### src/design/grcw_pkg.sv
// Shared defaults for the grid ray cell walker.
package grcw_pkg;

    localparam int GRID_BITS_DEF = 5;
    localparam int FRAC_BITS_DEF = 10;

endpackage

### src/design/grcw_axis_setup.sv
// Per-axis setup: extent, first-crossing numerator, direction and cell span.
module grcw_axis_setup
    import grcw_pkg::*;
#(
    parameter int GRID_BITS = GRID_BITS_DEF,
    parameter int FRAC_BITS = FRAC_BITS_DEF,
    localparam int POS_W    = GRID_BITS + FRAC_BITS,
    localparam int NUM_W    = POS_W + 1
) (
    input  logic [POS_W-1:0]     pos_start,
    input  logic [POS_W-1:0]     pos_end,
    output logic [POS_W-1:0]     extent,
    output logic [NUM_W-1:0]     numer,
    output logic                 moves,
    output logic                 neg,
    output logic [GRID_BITS-1:0] span
);

    logic [FRAC_BITS-1:0]  frac_s;
    logic [GRID_BITS-1:0]  cell_s;
    logic [GRID_BITS-1:0]  cell_e;
    logic [FRAC_BITS:0]    cell_one;

    assign frac_s   = pos_start[FRAC_BITS-1:0];
    assign cell_s   = pos_start[POS_W-1:FRAC_BITS];
    assign cell_e   = pos_end[POS_W-1:FRAC_BITS];
    assign cell_one = {1'b1, {FRAC_BITS{1'b0}}};

    always_comb begin
        extent = '0;
        numer  = '0;
        moves  = 1'b0;
        neg    = 1'b0;
        span   = '0;
        if (pos_end > pos_start) begin
            extent = pos_end - pos_start;
            numer  = {{(NUM_W-FRAC_BITS-1){1'b0}}, cell_one - {1'b0, frac_s}};
            moves  = 1'b1;
            span   = cell_e - cell_s;
        end else if (pos_end < pos_start) begin
            extent = pos_start - pos_end;
            // on a boundary the distance is zero, so this axis steps first
            numer  = {{(NUM_W-FRAC_BITS){1'b0}}, frac_s};
            moves  = 1'b1;
            neg    = 1'b1;
            span   = cell_s - cell_e;
        end
    end

endmodule

### src/design/grcw_mul_unit.sv
// Shared multiplier with operand select and registered product.
module grcw_mul_unit
    import grcw_pkg::*;
#(
    parameter int A_W = GRID_BITS_DEF + FRAC_BITS_DEF + 1,
    parameter int B_W = GRID_BITS_DEF + FRAC_BITS_DEF
) (
    input  logic               aclk,
    input  logic               sel,
    input  logic [A_W-1:0]     a0,
    input  logic [B_W-1:0]     b0,
    input  logic [A_W-1:0]     a1,
    input  logic [B_W-1:0]     b1,
    output logic [A_W+B_W-1:0] prod
);

    logic [A_W-1:0]     op_a;
    logic [B_W-1:0]     op_b;
    logic [A_W+B_W-1:0] prod_reg;

    assign op_a = sel ? a1 : a0;
    assign op_b = sel ? b1 : b0;

    always_ff @(posedge aclk) begin
        prod_reg <= {{B_W{1'b0}}, op_a} * {{A_W{1'b0}}, op_b};
    end

    assign prod = prod_reg;

endmodule

### src/design/grid_ray_cell_walker.sv
// Top level: 2D grid ray traversal, one visited cell per output transaction.
// After a segment is accepted, the sequencer runs setup, two multiply states and a load state before the first cell.
// A new segment is taken only in idle, after the last cell of the previous one is taken;
// setup runs two products through one shared multiplier, then one cell per cycle while m_tready is high.
// Walk steps use add and compare on the registered cross products.
// Reset: aresetn (synchronous, active low) clears sequencer, counters and valids.
module grid_ray_cell_walker
    import grcw_pkg::*;
#(
    parameter int GRID_BITS = GRID_BITS_DEF,
    parameter int FRAC_BITS = FRAC_BITS_DEF,
    localparam int POS_W    = GRID_BITS + FRAC_BITS,
    localparam int NUM_W    = POS_W + 1,
    localparam int PROD_W   = POS_W + NUM_W,
    localparam int CNT_W    = GRID_BITS + 1,
    localparam int S_W      = ((4 * POS_W + 7) / 8) * 8,
    localparam int M_W      = ((2 * GRID_BITS + 7) / 8) * 8
) (
    input  logic           aclk,
    input  logic           aresetn,
    input  logic           s_tvalid,
    output logic           s_tready,
    // start_x, start_y, end_x, end_y (POS_W bits each), zero padding
    input  logic [S_W-1:0] s_tdata,
    output logic           m_tvalid,
    input  logic           m_tready,
    // cell_x, cell_y (GRID_BITS bits each), zero padding
    output logic [M_W-1:0] m_tdata,
    output logic           m_tlast
);

    typedef enum logic [2:0] {
        ST_IDLE,
        ST_SETUP,
        ST_MULX,
        ST_MULY,
        ST_LOAD,
        ST_EMIT
    } state_t;

    state_t state_reg;

    logic [POS_W-1:0]     sx_reg, sy_reg, ex_reg, ey_reg;
    logic [POS_W-1:0]     dx_reg, dy_reg;
    logic [NUM_W-1:0]     nx_reg, ny_reg;
    logic                 x_mv_reg, y_mv_reg, x_neg_reg, y_neg_reg;
    logic [GRID_BITS-1:0] cx_reg, cy_reg;
    logic [CNT_W-1:0]     steps_reg;
    logic [PROD_W-1:0]    px_reg, py_reg;
    logic                 m_tvalid_reg;

    logic [POS_W-1:0]     ax_ext, ay_ext;
    logic [NUM_W-1:0]     ax_num, ay_num;
    logic                 ax_mv, ay_mv, ax_neg, ay_neg;
    logic [GRID_BITS-1:0] ax_span, ay_span;
    logic [PROD_W-1:0]    mul_q;
    logic                 step_y;
    logic [PROD_W-1:0]    inc_x, inc_y;

    grcw_axis_setup #(.GRID_BITS(GRID_BITS), .FRAC_BITS(FRAC_BITS)) u_axis_x (
        .pos_start (sx_reg),
        .pos_end   (ex_reg),
        .extent    (ax_ext),
        .numer     (ax_num),
        .moves     (ax_mv),
        .neg       (ax_neg),
        .span      (ax_span)
    );

    grcw_axis_setup #(.GRID_BITS(GRID_BITS), .FRAC_BITS(FRAC_BITS)) u_axis_y (
        .pos_start (sy_reg),
        .pos_end   (ey_reg),
        .extent    (ay_ext),
        .numer     (ay_num),
        .moves     (ay_mv),
        .neg       (ay_neg),
        .span      (ay_span)
    );

    // px = nx * dy first, then py = ny * dx
    grcw_mul_unit #(.A_W(NUM_W), .B_W(POS_W)) u_mul (
        .aclk (aclk),
        .sel  (state_reg == ST_MULY),
        .a0   (nx_reg),
        .b0   (dy_reg),
        .a1   (ny_reg),
        .b1   (dx_reg),
        .prod (mul_q)
    );

    // ties go to x; a zero-extent axis never steps
    always_comb begin
        if (!x_mv_reg) begin
            step_y = 1'b1;
        end else if (!y_mv_reg) begin
            step_y = 1'b0;
        end else begin
            step_y = py_reg < px_reg;
        end
    end

    // one cell of progress adds CELL_ONE * extent of the other axis
    assign inc_x = {{(PROD_W-POS_W-FRAC_BITS){1'b0}}, dy_reg, {FRAC_BITS{1'b0}}};
    assign inc_y = {{(PROD_W-POS_W-FRAC_BITS){1'b0}}, dx_reg, {FRAC_BITS{1'b0}}};

    always_ff @(posedge aclk) begin
        if (!aresetn) begin
            state_reg    <= ST_IDLE;
            m_tvalid_reg <= 1'b0;
            steps_reg    <= '0;
            cx_reg       <= '0;
            cy_reg       <= '0;
        end else begin
            unique case (state_reg)
                ST_IDLE: begin
                    if (s_tvalid) begin
                        sx_reg    <= s_tdata[POS_W-1:0];
                        sy_reg    <= s_tdata[2*POS_W-1:POS_W];
                        ex_reg    <= s_tdata[3*POS_W-1:2*POS_W];
                        ey_reg    <= s_tdata[4*POS_W-1:3*POS_W];
                        state_reg <= ST_SETUP;
                    end
                end
                ST_SETUP: begin
                    dx_reg    <= ax_ext;
                    dy_reg    <= ay_ext;
                    nx_reg    <= ax_num;
                    ny_reg    <= ay_num;
                    x_mv_reg  <= ax_mv;
                    y_mv_reg  <= ay_mv;
                    x_neg_reg <= ax_neg;
                    y_neg_reg <= ay_neg;
                    cx_reg    <= sx_reg[POS_W-1:FRAC_BITS];
                    cy_reg    <= sy_reg[POS_W-1:FRAC_BITS];
                    steps_reg <= {1'b0, ax_span} + {1'b0, ay_span};
                    state_reg <= ST_MULX;
                end
                ST_MULX: begin
                    state_reg <= ST_MULY;
                end
                ST_MULY: begin
                    px_reg    <= mul_q;
                    state_reg <= ST_LOAD;
                end
                ST_LOAD: begin
                    py_reg       <= mul_q;
                    m_tvalid_reg <= 1'b1;
                    state_reg    <= ST_EMIT;
                end
                ST_EMIT: begin
                    if (m_tready) begin
                        if (steps_reg == '0) begin
                            m_tvalid_reg <= 1'b0;
                            state_reg    <= ST_IDLE;
                        end else begin
                            steps_reg <= steps_reg - 1'b1;
                            if (step_y) begin
                                cy_reg <= y_neg_reg ? cy_reg - 1'b1 : cy_reg + 1'b1;
                                py_reg <= py_reg + inc_y;
                            end else begin
                                cx_reg <= x_neg_reg ? cx_reg - 1'b1 : cx_reg + 1'b1;
                                px_reg <= px_reg + inc_x;
                            end
                        end
                    end
                end
                default: begin
                    state_reg <= ST_IDLE;
                end
            endcase
        end
    end

    assign s_tready = (state_reg == ST_IDLE);
    assign m_tvalid = m_tvalid_reg;
    assign m_tdata  = {{(M_W-2*GRID_BITS){1'b0}}, cy_reg, cx_reg};
    assign m_tlast  = (steps_reg == '0);

    a_no_overlap: assert property (@(posedge aclk) disable iff (!aresetn)
        !(s_tready && m_tvalid))
        else $error("input accepted while a cell is pending");

    a_last_frees: assert property (@(posedge aclk) disable iff (!aresetn)
        (m_tvalid && m_tready && m_tlast) |=> (s_tready && !m_tvalid))
        else $error("block not idle after last cell");

    a_fixed_x: assert property (@(posedge aclk) disable iff (!aresetn)
        (state_reg == ST_EMIT && !x_mv_reg) |=> (cx_reg == $past(cx_reg)))
        else $error("x moved on a zero-extent axis");

    a_valid_emit: assert property (@(posedge aclk) disable iff (!aresetn)
        m_tvalid |-> (state_reg == ST_EMIT))
        else $error("output valid outside the walk");

endmodule

### config.mk
export PLATFORM = sky130hd
export DESIGN_NAME = grid_ray_cell_walker
export DESIGN_NICKNAME = d
export VERILOG_FILES = /design/src/design/grcw_pkg.sv /design/src/design/grcw_axis_setup.sv /design/src/design/grcw_mul_unit.sv /design/src/design/grid_ray_cell_walker.sv
export SDC_FILE = /design/constraint.sdc
export NUM_CORES = 1
export LEC_CHECK = 0
export BUFFER_PORTS_ARGS = -buffer_cell sky130_fd_sc_hd__buf_2
export CAP_MARGIN = 20
export CELL_PAD_IN_SITES_DETAIL_PLACEMENT = 1
export CELL_PAD_IN_SITES_GLOBAL_PLACEMENT = 1
export CORE_MARGIN = 10
export CORE_UTILIZATION = 45
export CTS_CLUSTER_DIAMETER = 40
export DETAILED_ROUTE_END_ITERATION = 10
export GPL_ROUTABILITY_DRIVEN = 0
export PLACE_DENSITY_LB_ADDON = 0.1
export SETUP_SLACK_MARGIN = 0.15
export SLEW_MARGIN = 40
export SYNTH_ARGS = -nofsm -noshare
export SYNTH_HDL_FRONTEND = slang
export SYNTH_SLANG_ARGS = --single-unit
### constraint.sdc
create_clock -name aclk -period 7.5 [get_ports aclk]
set_clock_uncertainty 0.15 [all_clocks]
set_input_delay 0.375 -clock aclk [delete_from_list [all_inputs] [get_ports aclk]]
set_output_delay 0.375 -clock aclk [all_outputs]
set_load 0.005 [all_outputs]
## Yosys cells after proc, flatten, opt, wreduce, memory -nomap -nowiden

Cells that the tools add are included.

- Flip-flop bits (word level): 239
- Bits in latches: 0
- Bits in writable memories: 0
- Bits in read-only memories: 0
- Input bits: 68
- Output and inout port bits: 19
- Word-level logic and storage cells: 117
- Memories kept: 0

- Add/sub/neg operators: 18
- Multiply operators: 1
- Div/mod/pow operators: 0
- Order comparisons: 5
- Eq/ne operators: 11
- Shift operators: 0
- Multiplexer cells: 46
- Bitwise operators: 0
- Reductions and logical operators: 14

Operators with widths:

| operator | number |
|---|---|
| 2-to-1 mux 31 bit | 6 |
| one-hot mux 31 bit (2 select lines) | 2 |
| 2-to-1 mux 15 bit | 5 |
| adder 31 x 25 -> 31 bit | 2 |
| 2-to-1 mux 5 bit | 12 |
| subtractor 15 bit | 4 |
| less-than comparator 31 bit | 1 |
| multiplier 16 x 15 -> 31 bit | 1 |
| > comparator 15 bit | 2 |
| less-than comparator 15 bit | 2 |
| 2-to-1 mux 11 bit | 2 |
| subtractor 11 x 10 -> 11 bit (first input constant) | 2 |
| 2-to-1 mux 10 bit | 2 |
| one-hot mux 5 bit (2 select lines) | 2 |
| subtractor 5 bit | 4 |
| one-hot mux 3 bit (6 select lines) | 1 |
| 2-to-1 mux 16 bit | 1 |
| 2-to-1 mux 6 bit | 2 |
| != test 2 bit (second input constant) | 6 |
| one-hot mux 6 bit (2 select lines) | 1 |
| AND reduction 3 bit | 4 |
| adder 5 x 1 -> 5 bit (second input constant) | 2 |
| AND reduction 5 bit | 2 |
| subtractor 5 x 1 -> 5 bit (second input constant) | 2 |
| other kinds (13) | 25 |

## Logic depth before layout (Yosys ltp)

- Depth after elaboration: 7
- Mapped depth: 31
- Gate-level depth less buffers: 27

## Cells and area by module

Synthesis repeated with hierarchy kept, for this count alone.

- Cell total of the unflattened synthesis: 2513
- Area, all modules: 23392.4 um2

Modules (own cells, without submodules):

| module | instances | cells an instance | area an instance (um2) | seq. area each (um2) |
|---|---|---|---|---|
| grid_ray_cell_walker | 1 | 819 | 10109.7 | 6045.8 |
| grcw_mul_unit | 1 | 1023 | 8938.6 | 620.6 |
| grcw_axis_setup (u_axis_x) | 1 | 331 | 2195.9 | 0.0 |
| grcw_axis_setup (u_axis_y) | 1 | 340 | 2148.3 | 0.0 |

## Least setup slack after synthesis

Ideal clock, no wire load.

- Path type: register to register
- Start point: register state_reg[0]
- End point: register u_mul.prod_reg[24], in the netlist u_mul.prod[24]
- Library setup time: 0.072 ns
- Data arrival time: 7.575 ns
- Required time: 7.278 ns
- Setup slack: -0.297 ns
- Cell stages (with the launch flop): 30
- Path buffers: 4
- Period minus slack after synthesis: 7.797 ns
- Path through: dfxtp_1 -> clkbuf_1 -> nand2_1 -> or2_2 -> clkbuf_1 -> clkbuf_1 -> mux2i_1 -> clkbuf_1 -> nor2_1 -> fa_1 -> inv_1 -> fa_1 -> inv_1 -> fa_1 -> inv_1 -> fa_1 -> inv_1 -> fa_1 -> inv_1 -> fa_1 -> inv_1 -> ha_1 -> a21oi_1 -> o21ai_1 -> a41o_1 -> o31a_1 -> or4_1 -> a31o_1 -> a31oi_1 -> xnor2_1

- Longest elaborated chain between the ends: 3
- Elaborated cells between the ends (all ways): 4
- Those cells by class: 1 x mul; 1 x eq/ne; 2 x mux

Ends and longest elaborated chain:

| what | line | RTL |
|---|---|---|
| start: declaration | grid_ray_cell_walker.sv:41 | `state_t state_reg;` |
| start signal: assignment | grid_ray_cell_walker.sv:108 | `state_reg <= ST_IDLE;` |
| start signal: assignment | grid_ray_cell_walker.sv:121 | `state_reg <= ST_SETUP;` |
| start signal: assignment | grid_ray_cell_walker.sv:136 | `state_reg <= ST_MULX;` |
| equality test 3 x 2 -> 1 bit * | grid_ray_cell_walker.sv:83 | `.sel (state_reg == ST_MULY),` |
| 2-to-1 mux 16 bit or 2-to-1 mux 15 bit (tied branches) | grcw_mul_unit.sv:21, grcw_mul_unit.sv:22 |  |
| multiplier 16 x 15 -> 31 bit * | grcw_mul_unit.sv:25 | `prod_reg <= {{B_W{1'b0}}, op_a} * {{A_W{1'b0}}, op_b};` |
| end signal: assignment | grcw_mul_unit.sv:25 |  |
| end: declaration | grcw_mul_unit.sv:19 | `logic [A_W+B_W-1:0] prod_reg;` |

Mark *: on every way between the ends. The rest lies on a longest branch, timed or not.
A chain may end at the register's enable or synchronous reset.

## Worst setup path after layout

- Start point: register state_reg[1]
- End point: register u_mul.prod_reg[24], in the netlist u_mul.prod[24]

Same word-level chain as after synthesis.

==> results.cfg <==
[critical_path]
cp_slowest_cell = fa_1
path_common_cell = fa_1
r2r-end = u_mul.prod[24]
crit_type = register to register
cp_cell_sequence = nand2_2 > or2_4 > buf_4 > mux2i_4 > buf_6 > nand2b_1 > fa_1 > inv_1 > fa_1 > fa_1 > fa_1 > fa_1 > fa_1 > ha_4 > a21o_1 > a21o_1 > a41o_1 > o31a_1 > or4_1 > a31o_1 > a31oi_1 > xnor2_1
crit_path_start_kind = register
cp_max_fo = 8
regToRegSetupSlack_ns = 0.31
cp-end-kind = register
critPathRequiredTime_ns = 7.84
cp_data_arrival_time_ns = 7.53
endpoint = u_mul.prod[24]
rr_worst_depth = 22
reg2reg_from = state_reg[1]
critPathMaxStageDelay_ns = 0.63
startpoint = state_reg[1]

[synthesis]
syn_area_um2 = 19990
yosysSeqAreaShare_pct = 31.65
synth_area_leaders = edfxtp_1, ha_1, fa_1
synth_edf_count = 178
synth_commonest_cells = inv_1, ha_1, nor2_1, edfxtp_1, a21oi_1
ys_types = 69
async_reset_ff_share_pct = 0
synth_most_common_cell = inv_1
yosysTopAreaCellShare_pct = 26.75
synth_seq_cells = 227
yosysWarnings = 0
netlist.top_cell.by_area = edfxtp_1
ys.flop_type = edfxtp_1
netlist_instances = 2121
synth.avg_cell_area_um2 = 9.423

[floorplan]
die_x_um = 230.7
ios = 87
die_h_um = 230.7
fp-row-count = 77
dieArea_um2 = 53240
core_um2 = 44030
start_util_pct = 45.39

[power]
ir_worst_vdd_uv = 330.2
cellLeakagePower_nw = 10.81
powerDensity_nw_per_um2 = 360.8

[detailed_routing]
drc = 0
drt_iter0_drc = 902
drtPass1Iterations = 5
wl_met1_um = 26870
antenna_left = 0
wl_met3_um = 2480
top_layer_used = met5
wl_per_cell_um = 21.59
wl_met2_um = 30670
vias = 16330
via_per_inst = 5.603
wirelength_um = 62930

[clock_tree]
numCtsBuffers = 43
clk_latency_ns = 0.56
cts_tree = done
h-tree-depth = 2
cts_root_buf = clkbuf_16
cts.sinks = 227
cts.path.max_buffers = 3
path_clk_slew_ns = 0.05

[sta]
fmax_mhz = 139.1
period_needed_ns = 7.189
hold_viol_final = 0
min_period_over_period_pct = 95.86
grt_setup_unrepaired = true
worst_pin_slew_ns = 0.8042
fin_tns_setup_ns = 0
relSlewSlack_pct = 46.25
holdWs_ns = 0.03817
slew_viol_final = 0
finalSetupViolCount = 0

[global_routing]
antenna_found_initial = 1
grt_pass1_vias = 17740
grt_pass1_wl_um = 97810
grt_overflow = 0
grt_max_degree = 85
track_usage_pct = 23.33

[cells_and_area]
drive_above_1_share_pct = 11.24
fillers = 4978
nets = 2719
multi_input_area_um2 = 12460
area_growth_pct = 17.14
final_area_um2 = 23410
antennaDiodeCount = 0
seqCellArea_um2 = 6326

[placement]
place_area_um2 = 21250
dp_hpwl_um = 48940
portBuffers = 76

[status]
outcome = completed

[hold_path]
hp-class = primary input to register

[job]
cap_violations = 0
==> kinds of logic (layout without fill, tap and decap cells) <==
logic type / count (synthesis) / count (layout) / share of synthesized area, %
fa+ha+maj: 364 / 364 / 27.63
simple gates: 569 / 570 / 13.00
mux: 48 / 48 / 2.517
buf+inv: 349 / 544 / 6.692
xor+xnor: 62 / 62 / 2.717
flops: 227 / 227 / 31.65
compound gates: 501 / 501 / 15.76
other cells: 1 / 6 / 0.01876
==> metal layers <==
layer	global-route usage, %	up-vias
li1	-	7688
met1	28.51	8192
met2	39.89	322
met3	3.630	123
met4	10.77	2
met5	0	-
==> report_power, final <==
group          leakage [nW]  switching [mW]  internal, mW
Sequential             2.03          0.0944          1.61
Clock                 0.689           0.719          1.18
Combinational          8.09            2.82          2.03
Total                  10.8            3.63          4.82
==> worst min path at each step <==
| stage | from | end | cells after the start |
|---|---|---|---|
| 2_1_floorplan | steps_reg[1] | steps_reg[1] | 2 |
| 6_report | aresetn | cy_reg[0] | 2 |
| 5_1_grt | aresetn | cy_reg[0] | 2 |
| 3_3_place_gp | steps_reg[1] | steps_reg[1] | 2 |
| 4_1_cts | aresetn | cy_reg[0] | 2 |
| 3_5_place_dp | m_tvalid | m_tvalid | 2 |
==> metrics by stage <==
| step | total power [mW] | cells | utilization, % | setup slack (ns) |
|---|---|---|---|---|
| 2_1_floorplan | 4.980 | 2126 | - | 0.1589 |
| 3_3_place_gp | 6.245 | 2765 | 48.21 | 0.2311 |
| 3_5_place_dp | 6.366 | 2766 | 48.26 | 0.07670 |
| 4_1_cts | 8.378 | 2907 | 52.87 | 0.2238 |
| 5_1_grt | 9.124 | 2914 | 53.17 | 0.1084 |
| 6_report | 8.447 | 2914 | 53.17 | 0.3108 |
==> worst max-delay path, delay by kind of cell (launching register included) <==
kind | cells | cell delay [ns]
compound gates | 6 | 1.36
xor+xnor | 1 | 0.13
fa+ha+maj | 7 | 3.41
buf+inv | 3 | 0.42
flops | 1 | 0.34
mux | 1 | 0.19
simple gates | 4 | 1.09
==> cell type report <==
cell class	count	share of cell area, %
clock buffer	52	4.874
sequential	227	27.02
timing repair buffer	194	6.216
inverter	270	4.329
multi-input combinational	1551	53.22
clock inverter	28	1.176
tap	592	3.164
==> cell usage in the layout, fill, tap and decap left out, types with 15 or more instances in the layout <==
master         count
ha_1             233
a211oi_1          15
a21oi_1          149
edfxtp_1         178
nand3_1           34
nand2_1          146
nor2b_1           23
dfxtp_1           49
a21o_1            56
buf_4             49
nor2_1           207
and2_1            17
a221oi_1          18
nand2b_1          34
o21ai_0          127
o21a_1            15
buf_2             76
inv_1            268
xor2_1            24
clkbuf_16         44
or3_1             17
dlygate4sd3_1     61
nor3_1            27
mux2_2            17
xnor2_1           38
mux2i_1           24
fa_1             129
nand4_1           19
==> what timing repair did <==
action,4_1_cts,5_1_grt
pin swaps,0,4
hold buffers,61,0
gates cloned,0,1
hold endpoints to repair,61,0
endpoints found under the setup margin,1,5
gates resized for setup,1,18
buffers inserted,0,5
No activity file was read; power rests on OpenSTA's default activity.
